File: config.mk
export PLATFORM = sky130hd
export DESIGN_NAME = ssrs_front
export DESIGN_NICKNAME = d
export VERILOG_FILES = /design/src/ssrs_pkg.sv /design/src/ssrs_front.sv
export SDC_FILE = /design/constraint.sdc
export NUM_CORES = 1
export LEC_CHECK = 0
export CAP_MARGIN = 0
export CORE_UTILIZATION = 62
export DETAILED_ROUTE_END_ITERATION = 10
export DONT_BUFFER_PORTS = 1
export HOLD_SLACK_MARGIN = 0.1
export PLACE_DENSITY_LB_ADDON = 0.2
export RECOVER_POWER = 50
export SETUP_SLACK_MARGIN = 0.15
export SLEW_MARGIN = 10
export SYNTH_ARGS = -nofsm -noshare
export SYNTH_HDL_FRONTEND = slang
export SYNTH_SLANG_ARGS = --single-unit
File: constraint.sdc
create_clock -name clk_i -period 13.6 [get_ports clk_i]
set_clock_uncertainty 0.2 [all_clocks]
set_input_delay 0.68 -clock clk_i [delete_from_list [all_inputs] [get_ports clk_i]]
set_output_delay 0.68 -clock clk_i [all_outputs]
set_load 0.05 [all_outputs]
File: src/ssrs_pkg.sv
package ssrs_pkg;

  // Field widths of the pixel coordinates, radii and colors.
  localparam int CoordW = 10;
  localparam int ColorW = 24;
  localparam int ChanW = 8;
  localparam int CfgIdxW = 3;
  localparam int CfgDataW = 24;

  // Default subsample grid.
  localparam int DefSubRows = 50;
  localparam int DefSubCols = 50;

  // Depth of the queue between the front and the back.
  localparam int QueueDepth = 2;

  // Configuration register indexes.
  typedef enum logic [CfgIdxW-1:0] {
    RegCentre    = 3'd0,
    RegInnerRad  = 3'd1,
    RegOuterRad  = 3'd2,
    RegCoreColor = 3'd3,
    RegRingOne   = 3'd4,
    RegRingTwo   = 3'd5,
    RegRingThree = 3'd6,
    RegOutside   = 3'd7
  } reg_idx_e;

  // Configuration as seen by the datapath: radius one is entry 0,
  // colors run from the core (entry 0) to the outside (entry 4).
  typedef struct packed {
    logic [CoordW-1:0]           centre;
    logic [3:0][CoordW-1:0]      radius;
    logic [4:0][ColorW-1:0]      color;
  } cfg_t;

  localparam cfg_t CfgReset = '{
    centre: 10'd250,
    radius: {10'd200, 10'd150, 10'd100, 10'd50},
    color:  {24'hE97A7A, 24'h7FD7D4, 24'h857EBB, 24'hCA9DD7, 24'hFACBD3}
  };

  // Status of the queue between front and back.
  typedef struct packed {
    logic full;
    logic empty;
  } q_status_t;

endpackage

File: src/ssrs_front.sv
module ssrs_front import ssrs_pkg::*; #(
  parameter int SUB_ROWS = DefSubRows,
  parameter int SUB_COLS = DefSubCols,
  localparam int MagW = $clog2(4 * SUB_ROWS * SUB_COLS * (2 ** CoordW)),
  localparam int TW = MagW + 1
) (
  input  logic              clk_i,
  input  logic              rst_ni,
  input  logic              in_valid_i,
  output logic              in_stall_o,
  input  logic [CoordW-1:0] pixel_row_i,
  input  logic [CoordW-1:0] pixel_col_i,
  input  logic [CoordW-1:0] centre_i,
  input  q_status_t         q_status_i,
  output logic              q_push_o,
  output logic [2*TW-1:0]   q_data_o
);

  localparam logic signed [TW-1:0] Scale = TW'(4 * SUB_ROWS * SUB_COLS);
  localparam logic signed [TW-1:0] HalfY = TW'(2 * SUB_COLS);
  localparam logic signed [TW-1:0] HalfX = TW'(2 * SUB_ROWS);

  logic                     valid_q;
  logic signed [CoordW:0]   drow_q, dcol_q;
  logic signed [CoordW:0]   drow_d, dcol_d;
  logic signed [TW-1:0]     drow_ext, dcol_ext;
  logic signed [TW-1:0]     ty0, tx0;
  logic                     accept;

  // The stage holds its word while the queue is full.
  assign in_stall_o = valid_q && q_status_i.full;
  assign accept     = in_valid_i && !in_stall_o;
  assign q_push_o   = valid_q && !q_status_i.full;

  // Offsets from the centre, in whole pixels.
  assign drow_d = $signed({1'b0, pixel_row_i}) - $signed({1'b0, centre_i});
  assign dcol_d = $signed({1'b0, pixel_col_i}) - $signed({1'b0, centre_i});

  always_ff @(posedge clk_i or negedge rst_ni) begin
    if (!rst_ni) begin
      valid_q <= 1'b0;
    end else if (accept) begin
      valid_q <= 1'b1;
    end else if (q_push_o) begin
      valid_q <= 1'b0;
    end
  end

  always_ff @(posedge clk_i) begin
    if (accept) begin
      drow_q <= drow_d;
      dcol_q <= dcol_d;
    end
  end

  // Scaled offsets of the first subsample in the pixel.
  assign drow_ext = TW'(drow_q);
  assign dcol_ext = TW'(dcol_q);
  assign ty0 = drow_ext * Scale + HalfY;
  assign tx0 = dcol_ext * Scale + HalfX;
  assign q_data_o = {ty0, tx0};

endmodule

Yosys cells after proc, flatten, opt, wreduce, memory -nomap -nowiden
Index checks and enable logic that the tools add are counted.

word-level totals
  register bits = 23
  logic and storage cells = 17

cells by class
  $add $sub $neg = 4
  multipliers = 2
  muxes and demuxes = 2
  reductions and logical operators = 6

operators with widths
  kind                                                  number
  adder 25 x 8 -> 25 bit (second input constant)        2
  multiplier 11 x 11 -> 21 bit (second input constant)  2
  subtractor 10 x 10 -> 11 bit                          2
  logical AND 1 bit                                     3
  logical NOT 1 bit                                     2
  two-way mux 1 bit                                     2
  nonzero test 2 bit                                    1

Depth between registers and ports, before layout
  word-level depth = 4
  mapped depth = 19
  gate-level depth less buffers = 18

Worst setup path after synthesis
Ideal clock, no wire load.

  kind = flip-flop to output port
  from = reg drow_q[4]
  to = out q_data_o[49]
  arrival = 5564 ps
  required time = 12720 ps
  setup slack = 7156 ps
  cell stages (with the launch flop) = 19
  cells stage by stage = edfxtp_1 > ha_1 > ha_1 > inv_1 > fa_1 > inv_1 > fa_1 > inv_1 > fa_1 > inv_1 > ha_1 > and3_1 > a22oi_1 > mux2_1 > a221o_1 > nor3_2 > nor3b_2 > nand4_1 > xnor2_1

on the way
  word-level cells in the longest chain between the ends = 2

RTL lines
  what                          RTL line          text
  start, declared               ssrs_front.sv:24  logic signed [CoordW:0] drow_q, dcol_q;
  start signal, assigned        ssrs_front.sv:51  drow_q <= drow_d;
  multiplier 11 x 11 -> 21 bit  ssrs_front.sv:59  assign ty0 = drow_ext * Scale + HalfY;
  adder 25 x 8 -> 25 bit        ssrs_front.sv:59
  end, declared                 ssrs_front.sv:16  output logic [2*TW-1:0] q_data_o

No other way between the ends.

Worst setup path after layout
Ends and elaborated chain as after synthesis.

==> flow_metrics.tcl <==
set metrics [dict create \
    start_kind "register" \
    critPathMostFrequentCell "inv_1" \
    antenna_found_initial 0 \
    synth_area_leaders "ha_1, fa_1, edfxtp_1" \
    dieArea_mm2 0.0109 \
    critical_path.cell_chain "ha_1 -> ha_1 -> inv_1 -> fa_1 -> inv_1 -> fa_1 -> inv_1 -> fa_1 -> inv_1 -> ha_1 -> and3_1 -> a22oi_1 -> mux2_1 -> a221o_1 -> nor3_2 -> nor3b_2 -> nand4_1 -> xnor2_1" \
    synth_edf_count 22 \
    wl_per_cell_um 13.3 \
    dr.pass1.iters 7 \
    worst-path-buf-inv 4 \
    slew_viol_final 23 \
    dp_hpwl_mm 10.3 \
    crit_required_ps 12720 \
    fin_crit_sh_pct 52.6 \
    cts_setup_buffers 0 \
    postRouteAntennaNets 0 \
    fin_nets 976 \
    n_antenna_cell 0 \
    synth.avg_cell_area_um2 8.81 \
    async_flop_share_pct 4.35 \
    fmax_mhz 140 \
    dpl-instance-area_mm2 0.00663 \
    end_kind "output pin" \
    drive_gt1_share_pct 2.31 \
    vias 4710 \
    die_w_um 105 \
    fin_crit_ps 7150 \
    overflow 0 \
    synth_largest_area_cell "ha_1" \
    cts.clk_slew.worst_paths_ps 80 \
    wl_mm 11.6 \
    setup_viol 0 \
    ys_ff_latch 23 \
    fin_util_pct 65.0 \
    cts_buffer_depth 2 \
    crit_slowest_cell "xnor2_1" \
    hold_violations 0 \
    ys_types 57 \
    yosysSeqAreaShare_pct 10.5 \
    routabilityCongestion 0.828 \
    grt_pass1_wl_mm 20.8 \
    violations "DRC, capacitance limit, slew limit" \
    cts_tree "yes" \
    cp_max_fo 5 \
    stdcell_count 872 \
    drc 2 \
    syn2layout_area_growth_pct 2.32 \
    worst-setup-path-type "reg -> out" \
    relSlewSlack_pct -20.5 \
    drt_iter0_drc 197 \
    worstMarginPinSlew_ps 1800 \
    io_buffer_count 0 \
    syn_inst 741 \
    max_cap_violations 1 \
    synth_top_flop_cell "edfxtp_1" \
    ios 87 \
    initial_core_util_pct 63.5 \
    numClockSinks 23 \
    grt_use_total_pct 22.7 \
    cp.arrival_ps 6270 \
    cts-root-buf "clkbuf_8" \
    cpLargestDelayFamily "adder cells" \
    min_path_type "in -> reg" \
    h-tree-depth 1 \
    yosysWarnings 0 \
    dp.cells 867 \
    synth_top_area_share_pct 27.2 \
    grt_start_max_net_pins 23 \
    cts-buffers-inserted 3 \
    grt_pass1_vias 4828 \
    finalInstanceArea_mm2 0.00668 \
    insertion_delay_ps 260 \
    vias_per_cell 5.40 \
    die_y_um 105 \
    status "finished with violations" \
    core_mm2 0.0103 \
    rsz0062_at_grt "false" \
    synth.cell_area_mm2 0.00653 \
    rows 37 \
    fin_tns_setup_ps 0 \
    slowest_delay_ps 870 \
]
-- cell families (layout without fill, tap and decap cells) --
| family | Yosys count | count (layout) | share of synthesized area, % |
|---|---|---|---|
| adders and majority gates | 204 | 204 | 46.2 |
| muxes | 5 | 5 | 0.786 |
| xor gates and xnor gates | 62 | 62 | 8.32 |
| buffers and inverters | 189 | 178 | 11.4 |
| and+or+nand+nor | 153 | 153 | 11.9 |
| DFF | 23 | 23 | 10.5 |
| other | 2 | 8 | 0.115 |
| AOI/OAI and AO/OA | 103 | 103 | 10.8 |
-- path summary, 6_finish.rpt --
check | from | to | slack (ps) | cells after the start
min in group asynchronous | rst_ni | valid_q | 420 | 1
hold / removal | in_valid_i | valid_q | 330 | 1
max in group asynchronous | rst_ni | valid_q | 12680 | 1
setup / recovery | drow_q[4] | q_data_o[49] | 6450 | 18
setup reg to reg | valid_q | dcol_q[2] | 10700 | 2
hold reg to reg | valid_q | valid_q | 1020 | 2
-- cell usage in the layout, fill, tap and decap left out, types with 5 or more instances in the layout --
master       n
inv_1      173
ha_1       142
fa_1        62
nor2_1      47
xnor2_1     42
nand2_1     30
o21ai_0     22
a21oi_1     22
edfxtp_1    22
xor2_1      20
a21o_1      12
nand2b_1    12
nand3_1     12
nor2b_1     10
nor3_1      10
conb_1       8
a21boi_0     7
o21ai_1      5
a2111oi_0    5
nand3b_1     5
-- flip-flops by register name (all words and copies together), names as in the netlist --
register / cells
valid_q: 1
drow_q: 11
dcol_q: 11
-- metal layers --
layer / up-vias / global-route usage [%] / wire, um
met2: 86 / 41.4 / 5570
met1: 2223 / 30.0 / 5620
met3: 9 / 2.06 / 371
met5: - / 0 / 0
li1: 2392 / - / -
met4: 0 / 2.92 / 68
-- cells in the mapped netlist, types with 2 or more instances --
master and number:
o21ai_1 5, edfxtp_1 22, nand2b_1 12, a22oi_1 2, inv_1 173, o31a_1 2
a21oi_1 22, nand4_1 3, a21o_1 12, o21ai_0 22, o311a_1 2, and3_1 4
nand3_1 12, nand3b_1 5, a21boi_0 7, buf_4 10, nand2_1 30, a2111oi_0 5
nor3_2 2, a21oi_4 2, or2_1 4, nor2_1 47, o31ai_1 3, nor3_1 10
nor2b_1 10, or2_2 3, conb_1 2, mux2i_1 4, xor2_1 20, clkbuf_1 6
a221o_1 2, ha_1 142, o22ai_1 2, and2_1 2, nor4_1 2, o311ai_0 2
a31oi_1 4, fa_1 62, xnor2_1 42
-- final cells by class --
type	instances	area (um2)
multi-input combinational	535	5120
sequential	23	686
timing repair buffer	1	10.0
clock inverter	1	5.00
clock buffer	3	41.3
fill	869	3600
tap	136	170
inverter	173	649
-- per-stage QoR --
step                hold WS (ps)  setup slack (ps)
floorplan                    184              7160
global placement             184              6820
detailed placement           184              6720
CTS                          325              6450
global route                 321              6100
finish                       326              6450
-- timing repair --
item                                   in CTS  in global routing
hold buffers                                1                  0
endpoints found under the hold margin       1                  0
gates resized for setup                     0                  0
Power is left out: the tool's default activity adds up to more than one toggle a clock period on the data nets, which glitch-free logic cannot reach.
