`config.mk`:
```
export PLATFORM = sky130hd
export DESIGN_NAME = ssrs_queue
export DESIGN_NICKNAME = d
export VERILOG_FILES = /design/src/ssrs_pkg.sv /design/src/ssrs_queue.sv
export SDC_FILE = /design/constraint.sdc
export NUM_CORES = 1
export LEC_CHECK = 0
export ABC_AREA = 1
export BUFFER_PORTS_ARGS = -buffer_cell sky130_fd_sc_hd__buf_2
export CAP_MARGIN = 20
export CORE_ASPECT_RATIO = 1.75
export CORE_UTILIZATION = 47
export CTS_BUF_LIST = sky130_fd_sc_hd__clkbuf_16
export DETAILED_ROUTE_END_ITERATION = 10
export GPL_TIMING_DRIVEN = 1
export PLACE_DENSITY_LB_ADDON = 0.12
export RECOVER_POWER = 50
export SLEW_MARGIN = 20
export SYNTH_ARGS = -nofsm -noshare
export SYNTH_HDL_FRONTEND = slang
export SYNTH_SLANG_ARGS = --single-unit
```
`constraint.sdc`:
```
create_clock -name clk_i -period 2.8 [get_ports clk_i]
set_input_delay 0.42 -clock clk_i [delete_from_list [all_inputs] [get_ports clk_i]]
set_output_delay 0.42 -clock clk_i [all_outputs]
set_load 0.1 [all_outputs]
```
`src/ssrs_pkg.sv`:
```
package ssrs_pkg;

  // Field widths of the pixel coordinates, radii and colors.
  localparam int CoordW = 10;
  localparam int ColorW = 24;
  localparam int ChanW = 8;
  localparam int CfgIdxW = 3;
  localparam int CfgDataW = 24;

  // Default subsample grid.
  localparam int DefSubRows = 50;
  localparam int DefSubCols = 50;

  // Depth of the queue between the front and the back.
  localparam int QueueDepth = 2;

  // Configuration register indexes.
  typedef enum logic [CfgIdxW-1:0] {
    RegCentre    = 3'd0,
    RegInnerRad  = 3'd1,
    RegOuterRad  = 3'd2,
    RegCoreColor = 3'd3,
    RegRingOne   = 3'd4,
    RegRingTwo   = 3'd5,
    RegRingThree = 3'd6,
    RegOutside   = 3'd7
  } reg_idx_e;

  // Configuration as seen by the datapath: radius one is entry 0,
  // colors run from the core (entry 0) to the outside (entry 4).
  typedef struct packed {
    logic [CoordW-1:0]           centre;
    logic [3:0][CoordW-1:0]      radius;
    logic [4:0][ColorW-1:0]      color;
  } cfg_t;

  localparam cfg_t CfgReset = '{
    centre: 10'd250,
    radius: {10'd200, 10'd150, 10'd100, 10'd50},
    color:  {24'hE97A7A, 24'h7FD7D4, 24'h857EBB, 24'hCA9DD7, 24'hFACBD3}
  };

  // Status of the queue between front and back.
  typedef struct packed {
    logic full;
    logic empty;
  } q_status_t;

endpackage

```
`src/ssrs_queue.sv`:
```
module ssrs_queue import ssrs_pkg::*; #(
  parameter int WIDTH = 50
) (
  input  logic             clk_i,
  input  logic             rst_ni,
  input  logic             push_i,
  input  logic [WIDTH-1:0] data_i,
  input  logic             pop_i,
  output logic [WIDTH-1:0] data_o,
  output q_status_t        status_o
);

  localparam int PtrW = (QueueDepth > 1) ? $clog2(QueueDepth) : 1;
  localparam int CntW = $clog2(QueueDepth + 1);

  logic [WIDTH-1:0] mem_q [QueueDepth];
  logic [PtrW-1:0]  wr_ptr_q, rd_ptr_q;
  logic [CntW-1:0]  count_q;

  function automatic logic [PtrW-1:0] next_ptr(input logic [PtrW-1:0] p);
    next_ptr = (p == PtrW'(QueueDepth - 1)) ? '0 : p + 1'b1;
  endfunction

  assign status_o.full  = (count_q == CntW'(QueueDepth));
  assign status_o.empty = (count_q == '0);
  assign data_o = mem_q[rd_ptr_q];

  // Storage, written at the tail.
  always_ff @(posedge clk_i) begin
    if (push_i) begin
      mem_q[wr_ptr_q] <= data_i;
    end
  end

  // Pointers and fill level.
  always_ff @(posedge clk_i or negedge rst_ni) begin
    if (!rst_ni) begin
      wr_ptr_q <= '0;
      rd_ptr_q <= '0;
      count_q  <= '0;
    end else begin
      if (push_i) begin
        wr_ptr_q <= next_ptr(wr_ptr_q);
      end
      if (pop_i) begin
        rd_ptr_q <= next_ptr(rd_ptr_q);
      end
      if (push_i && !pop_i) begin
        count_q <= count_q + 1'b1;
      end else if (pop_i && !push_i) begin
        count_q <= count_q - 1'b1;
      end
    end
  end

endmodule

```
# Word level (Yosys, flattened, before mapping)
# Memories as Yosys holds them, arrays and structs flattened.
# Index checks and enable logic that the tools add are counted.
dict set report totals {
  ff_bits 4
  ramBits 100
  input_bits 54
  output_inout_bits 52
  wordCells 21
  mem_count 1
}
dict set report op_classes {
  add_sub_neg 4
  n_eq_ne 1
  mux 6
  reduce_logical 6
}
# name words width rd rd_ports_with_merged_regs write_ports line_no
set memory_table {}
lappend memory_table {mem_q 2 50 1 0 1 ssrs_queue.sv:16} ;# logic [WIDTH-1:0] mem_q [QueueDepth];
# op n
set ops {}
lappend ops {{$mux 1} 4}
lappend ops {{$mux 2} 2}
lappend ops {{$add 1x1->1 const B} 2}
lappend ops {{$add 2x1->2 const B} 1}
lappend ops {{$eq 2x2->1 const B} 1}
lappend ops {{$logic_and 1x1->1} 2}
lappend ops {{$logic_not 1->1} 2}
lappend ops {{$logic_not 2->1} 1}
lappend ops {{$reduce_bool 2->1} 1}
lappend ops {{$sub 2x1->2 const B} 1}

# Longest topological paths before layout
# Gate-level depths: netlist of the first run.
dict set report logic_depth {
  ltp_word 4
  ltp_mapped 7
  depth_no_buf 7
}

# Worst setup path after synthesis of the first run
# Ideal clock, no wire load.
dict set report synth_path {
  path_type {in2reg}
  start {input port push_i}
  end {memory mem_q[0][0] (enable)}
  setup_time_ns 0.459
  arrival_time_ns 2.560
  required_time_ns 2.341
  slack_ns -0.219
  cell_stages 2
  path_buffers 0
  cell_sequence {inv_1 > nor2_1}
}
dict set report synth_between {
  elab_chain_len 2
}
# item line_no
set synth_lines {}
lappend synth_lines {{start: declaration} ssrs_queue.sv:6} ;# input logic push_i,
lappend synth_lines {{$mux 1} ssrs_queue.sv:30} ;# if (push_i) begin
lappend synth_lines {{$mux 1 (not written as such)} ssrs_queue.sv:31} ;# mem_q[wr_ptr_q] <= data_i;
lappend synth_lines {{end: declaration} ssrs_queue.sv:16}
# Every way passes these cells.

# Worst setup path after layout of the first run
dict set report layout_path {
  start {register rd_ptr_q}
  end {output port data_o[44]}
}
dict set report layout_between {
  elab_chain_len 1
}
# item line_no
set layout_lines {}
lappend layout_lines {{start: declaration} ssrs_queue.sv:17} ;# logic [PtrW-1:0] wr_ptr_q, rd_ptr_q;
lappend layout_lines {{start signal: assignment} ssrs_queue.sv:46} ;# rd_ptr_q <= next_ptr(rd_ptr_q);
lappend layout_lines {{$mem_v2 2x50} --}
lappend layout_lines {{end: declaration} ssrs_queue.sv:9} ;# output logic [WIDTH-1:0] data_o,
# Every way passes these cells.

==> out/qor.yml, run 1 <==
drt-pass1-iter-count: 4
failed_checks: "capacitance limit, slew limit"
worst_r2r_endpoint: "mem_q[0][14]"
timing.final.crit_share: 0.870
relSlewSlack: -0.0468
clock_latency_ns: 0.34
pin_count_of_the_biggest_net_entering_global_routing: 29
globalRouteTotalUtil: 0.147
tritoncts_clock_tree: "built"
netlist_top_cells_area: "edfxtp_1 74%, mux2_4 18%, buf_12 2.5%, dfrtp_1 2.5%, inv_1 0.65%"
final-max-slew-violation-count: 17
synthSimpleGateAreaFrac: 0.0102
starting_drc_count_in_detailed_routing: 117
status: "finished, violations left"
setup-tns-final_ns: 0
floorplan.die_area_um2: 9050
grt_remaining_overflow: 0
route.vias.total: 1971
worst_hold_path_type: "in -> reg"
synth.ff_latch_count: 104
synth_top_family_by_area: "multiplexers"
worst_pin_slew_ns: 1.56
path_clk_slew_ns: 0.07
die_height_um: 125
avgSynthCellArea_um2: 22.5
postCtsHoldBufs: 1
final_layout_size_suffix_gt1_frac: 0.523
part_of_the_yosys_area_used_for_sequential_elements: 0.763
post_layout_nonfiller_instances: 417
required_ns: 2.38
reg2reg_depth: 2
number_of_antenna_violations_at_the_first_check_in_global_routing: 0
rsz0062_at_grt: "false"
synthDistinctLibCells: 14
crit_arrival_ns: 2.02
cts_root_buffer: "clkbuf_16"
io-pin-count: 106
capturing_element_type_of_the_critical_path: "output port"
gpl.final_weighted_congestion: 0.684
io_buffer_count: 105
mux_contribution_to_synthesized_area: 0.184
cts-root-to-sink-buffers: 2
most_common_library_cell_in_the_layout_ignoring_fill_and_taps: "edfxtp_1"
critical_path.slowest_cell: "dfrtp_4"
cp.depth: 3
critical_path.max_stage_delay_ns: 0.78
highest_clock_rate_mhz: 411
synth_cells: 181
drt-vias-per-instance: 4.73
filler_cell_count: 682
synth_fa_ha_area_frac: 0.00308
tritoncts_num_sinks: 104
wl_per_cell_um: 14.7
synthesis.area_um2: 4070
path_delay_family: "flip-flops"
clock_skew_ns: 0.00453
syn_nets: 236
h-tree-depth: 3
synth_compound_gate_area_share: 0
start_kind: "register"
min_period_ns: 2.44
antenna_violating_nets_post_route: 0
fp.coreArea_um2: 8370
drc_errors: 0
worst-r2r-setup-slack_ns: 0.55
setup_viol: 0
worstReg2RegStart: "wr_ptr_q"
antennaDiodeCount: 0
launching_instance_or_port_of_the_critical_path: "rd_ptr_q"
detail_route.wirelength_um: 6140
final-hold-violation-count: 0
final_core_utilization: 0.596
crit_path_cell_trace: "buf_4, mux2_4, buf_2"
class_of_the_most_critical_setup_path: "reg -> out"
initial_core_utilization: 0.486
timing.max_cap.violations: 1
placed_cells: 400
vias_in_the_first_global_route: 2019
layout_common_cells: "100 x edfxtp_1, 87 x buf_2, 49 x mux2_4, 18 x clkbuf_1, 9 x clkbuf_16"
finalNetCount: 352
first_pass_grt_wire_length_um: 9590
row_count: 44
post_cts.repair.setup_buffers: 0
dp_hpwl_um: 4110
path_max_fanout: 28
critPathBufInv: 2
yosys.area_share.xor_xnor: 0.00646
yosys.area.top_type: "edfxtp_1"
worst_setup_path_endpoint: "data_o[44]"
post_cts_resized: 0
netlist.area_leader.share: 0.738
die_x_um: 72.3
synthesis.yosys.warnings: 0
number_of_buffers_inserted_during_clock_tree_synthesis: 9
layout-area-overhead-vs-synth_pct: 22.7
[logic make-up (layout without fill, tap and decap cells)]
| family | count (synthesis) | count (layout) |
|---|---|---|
| adders and majority gates | 1 | 1 |
| xor gates and xnor gates | 3 | 3 |
| buffers and inverters | 13 | 134 |
| DFF | 104 | 104 |
| and+or+nand+nor | 10 | 10 |
| muxes | 50 | 50 |
[through the flow]
| step | setup slack [ns] | cell area [µm²] | hold WS, ns |
|---|---|---|---|
| 2_1_floorplan | 0.642 | 4070 | 0.124 |
| 3_3_place_gp | 0.703 | 4710 | 0.232 |
| 3_5_place_dp | 0.696 | 4710 | 0.237 |
| 4_1_cts | 0.323 | 5020 | 0.253 |
| 5_1_grt | 0.266 | 4990 | 0.255 |
| 6_report | 0.364 | 4990 | 0.266 |
[registers in the layout (all words and copies together) (netlist names)]
name	count
count_q	2
mem_q	100
rd_ptr_q	1
wr_ptr_q	1
[synthesized netlist by cell type, drive strengths merged]
master and instances:
xor2 2, nor2 3, nand4 1, edfxtp 100, xnor2 1, ha 1, mux2 50, dfrtp 4
inv 7, buf 6, nand2 5, nand3 1
[how the worst min path moves through the flow]
| stage | from | endpoint | slack (ns) | cells past startpoint |
|---|---|---|---|---|
| 2_1_floorplan | rst_ni | count_q[0] | 0.12 | 0 |
| 3_3_place_gp | rst_ni | count_q[1] | 0.23 | 1 |
| 3_5_place_dp | rst_ni | count_q[1] | 0.24 | 1 |
| 4_1_cts | data_i[28] | mem_q[1][28] | 0.25 | 1 |
| 5_1_grt | data_i[47] | mem_q[1][47] | 0.26 | 1 |
| 6_report | data_i[46] | mem_q[0][46] | 0.27 | 1 |
[worst reg2reg max path, stage by stage, from the launching register on]
cell     delay [ns]
dfrtp_1        0.40
nor2_1         1.18
buf_4          0.37
[cell type report]
cell class | count | area (µm²) | share of cell area
Inverter | 7 | 26.3 | 0.00527
Timing Repair Buffer | 111 | 588 | 0.118
Multi-Input combinational cell | 64 | 827 | 0.166
Tap cell | 115 | 144 | 0.0288
Clock inverter | 7 | 72.6 | 0.0145
Sequential cell | 104 | 3110 | 0.623
Clock buffer | 9 | 225 | 0.0451
[metal layers]
| metal | wire (µm) | track usage | up-vias |
|---|---|---|---|
| li1 | - | - | 932 |
| met1 | 2370 | 0.158 | 952 |
| met2 | 3240 | 0.250 | 73 |
| met3 | 338 | 0.0411 | 14 |
| met4 | 199 | 0.0865 | 0 |
| met5 | 0 | 0 | - |
Power of run 1 is left out: the tool's default activity adds up to more than one toggle a clock period on the data nets, which glitch-free logic cannot reach.
==> inputs of run 2 (changes only) <==
- ABC_AREA: 1 -> unset
==> out/qor.yml, run 2 <==
layout_common_cells: "100 x edfxtp_1, 82 x buf_2, 49 x mux2_4, 23 x clkbuf_1, 9 x clkbuf_16"
starting_drc_count_in_detailed_routing: 97
synth_top_family_by_area: "multiplexers"
clock_latency_ns: 0.33
setup_viol: 0
part_of_the_yosys_area_used_for_sequential_elements: 0.767
class_of_the_most_critical_setup_path: "reg -> out"
netlist_top_cells_area: "edfxtp_1 74%, mux2_4 18%, buf_12 2.5%, dfrtp_1 2.5%, xor2_1 0.87%"
rsz0062_at_grt: "false"
groute.layer.met2.usage: 0.243
critical_path.slowest_cell: "dfrtp_4"
biggestRegsByFlops: "mem_q: 100 flops, count_q: 2 flops"
synth_flop_cell: "edfxtp_1"
highest_clock_rate_mhz: 401
yosys.area_share.xor_xnor: 0.0108
die_height_um: 125
tritoncts_clock_tree: "built"
synth_cells: 172
tritoncts_num_sinks: 104
wl_per_cell_um: 15.5
io_buffer_count: 105
synth-edff-count: 100
crit_arrival_ns: 2.08
initial_core_utilization: 0.487
min_path_cells: 1
row_count: 44
synthesis.yosys.warnings: 0
final-max-slew-violation-count: 23
synthSimpleGateAreaFrac: 0.00649
critPathBufInv: 2
mux_contribution_to_synthesized_area: 0.185
layout-area-overhead-vs-synth_pct: 21.4
drt-pass1-iter-count: 4
path_delay_family: "flip-flops"
detail_route.wirelength_um: 6360
cp.depth: 3
drt-vias-per-instance: 4.67
clock_skew_ns: 0.00462
gr-max-usage-layer: "met2"
first_pass_grt_wire_length_um: 9880
number_of_buffers_inserted_during_clock_tree_synthesis: 9
failed_checks: "capacitance limit, slew limit"
critical_path.max_stage_delay_ns: 0.79
crit_path_cell_trace: "buf_4, mux2_4, buf_2"
worst_hold_path_type: "in -> reg"
required_ns: 2.38
synthesis.area_um2: 4050
post_cts_resized: 0
synthArstFlopShare: 0.0385
synth_compound_gate_area_share: 0
die_x_um: 72.2
synth.ff_latch_count: 104
global_route.usage.met3: 0.0599
largest_reg_flops: 100
number_of_antenna_violations_at_the_first_check_in_global_routing: 0
yosys.area.top_type: "edfxtp_1"
final-hold-violation-count: 0
syn_nets: 227
seqCellArea_um2: 3110
drc_errors: 0
path_max_fanout: 30
worst_pin_slew_ns: 1.67
cts-root-to-sink-buffers: 2
gpl.final_weighted_congestion: 0.647
start_kind: "register"
status: "finished, violations left"
fp.coreArea_um2: 8310
post-synth-top-count-cell: "edfxtp_1"
timing.max_cap.violations: 1
floorplan.die_area_um2: 9000
filler_cell_count: 637
most_common_library_cell_in_the_layout_ignoring_fill_and_taps: "edfxtp_1"
min_period_ns: 2.50
vias_in_the_first_global_route: 1968
antenna_violating_nets_post_route: 0
setup-tns-final_ns: 0
synthDistinctLibCells: 13
pin_count_of_the_biggest_net_entering_global_routing: 31
capturing_element_type_of_the_critical_path: "output port"
io-pin-count: 106
synth_fa_ha_area_frac: 0.00309
netlist.area_leader.share: 0.742
grtUsageMet1: 0.180
grt_remaining_overflow: 0
antennaDiodeCount: 0
dp_hpwl_um: 4340
final_layout_size_suffix_gt1_frac: 0.519
synth_cell_count_leaders: "100 x edfxtp_1, 49 x mux2_4, 5 x buf_12"
avgSynthCellArea_um2: 23.5
route.vias.total: 1915
multi_input_comb_area_um2: 830
path_clk_slew_ns: 0.06
timing.final.crit_share: 0.891
h-tree-depth: 3
cts_root_buffer: "clkbuf_16"
reg2reg_depth: 2
globalRouteTotalUtil: 0.153
relSlewSlack: -0.111
regMostFlops: "mem_q"
finalNetCount: 345
## run 2: worst paths after layout
kind	to	slack (ns)	from
setup / recovery	data_o[34]	0.30	rd_ptr_q
hold / removal	mem_q[1][46]	0.27	data_i[46]
setup reg to reg	mem_q[1][44]	0.54	wr_ptr_q
hold reg to reg	wr_ptr_q	0.49	wr_ptr_q
max in group asynchronous	rd_ptr_q	2.12	rst_ni
min in group asynchronous	count_q[0]	0.45	rst_ni
## run 2: kinds of logic after synthesis
group,count (synthesis)
simple gates,5
fa+ha+maj,1
flops,104
mux,50
xor+xnor,5
buf+inv,7
## run 2: per-layer routing
metal / wire [µm] / part of all wire
met1: 2500 / 0.39
met2: 3310 / 0.52
met3: 452 / 0.071
met4: 96 / 0.015
met5: 0 / 0
## run 2: per-stage QoR
stage	cells	cell area (µm²)	hold slack, ns	worst slack, ns	utilization
floorplan	172	4050	0.124	0.627	-
global placement	393	4680	0.230	0.639	0.563
detailed placement	393	4680	0.237	0.643	0.563
CTS	410	4950	0.254	0.269	0.596
global route	410	4910	0.250	0.213	0.591
finish	410	4910	0.267	0.305	0.591
## run 2: repair_timing
action	4_1_cts	5_1_grt
buffers inserted	0	0
hold buffers	1	0
endpoints found under the hold margin	4	0
## run 2: layout make-up
class / instances / area share
Tap cell: 115 / 0.0293
Sequential cell: 104 / 0.632
Inverter: 1 / 0.000764
Clock inverter: 7 / 0.00687
Clock buffer: 9 / 0.0458
Multi-Input combinational cell: 61 / 0.169
Timing Repair Buffer: 113 / 0.116
Power of run 2 is left out for the same reason.
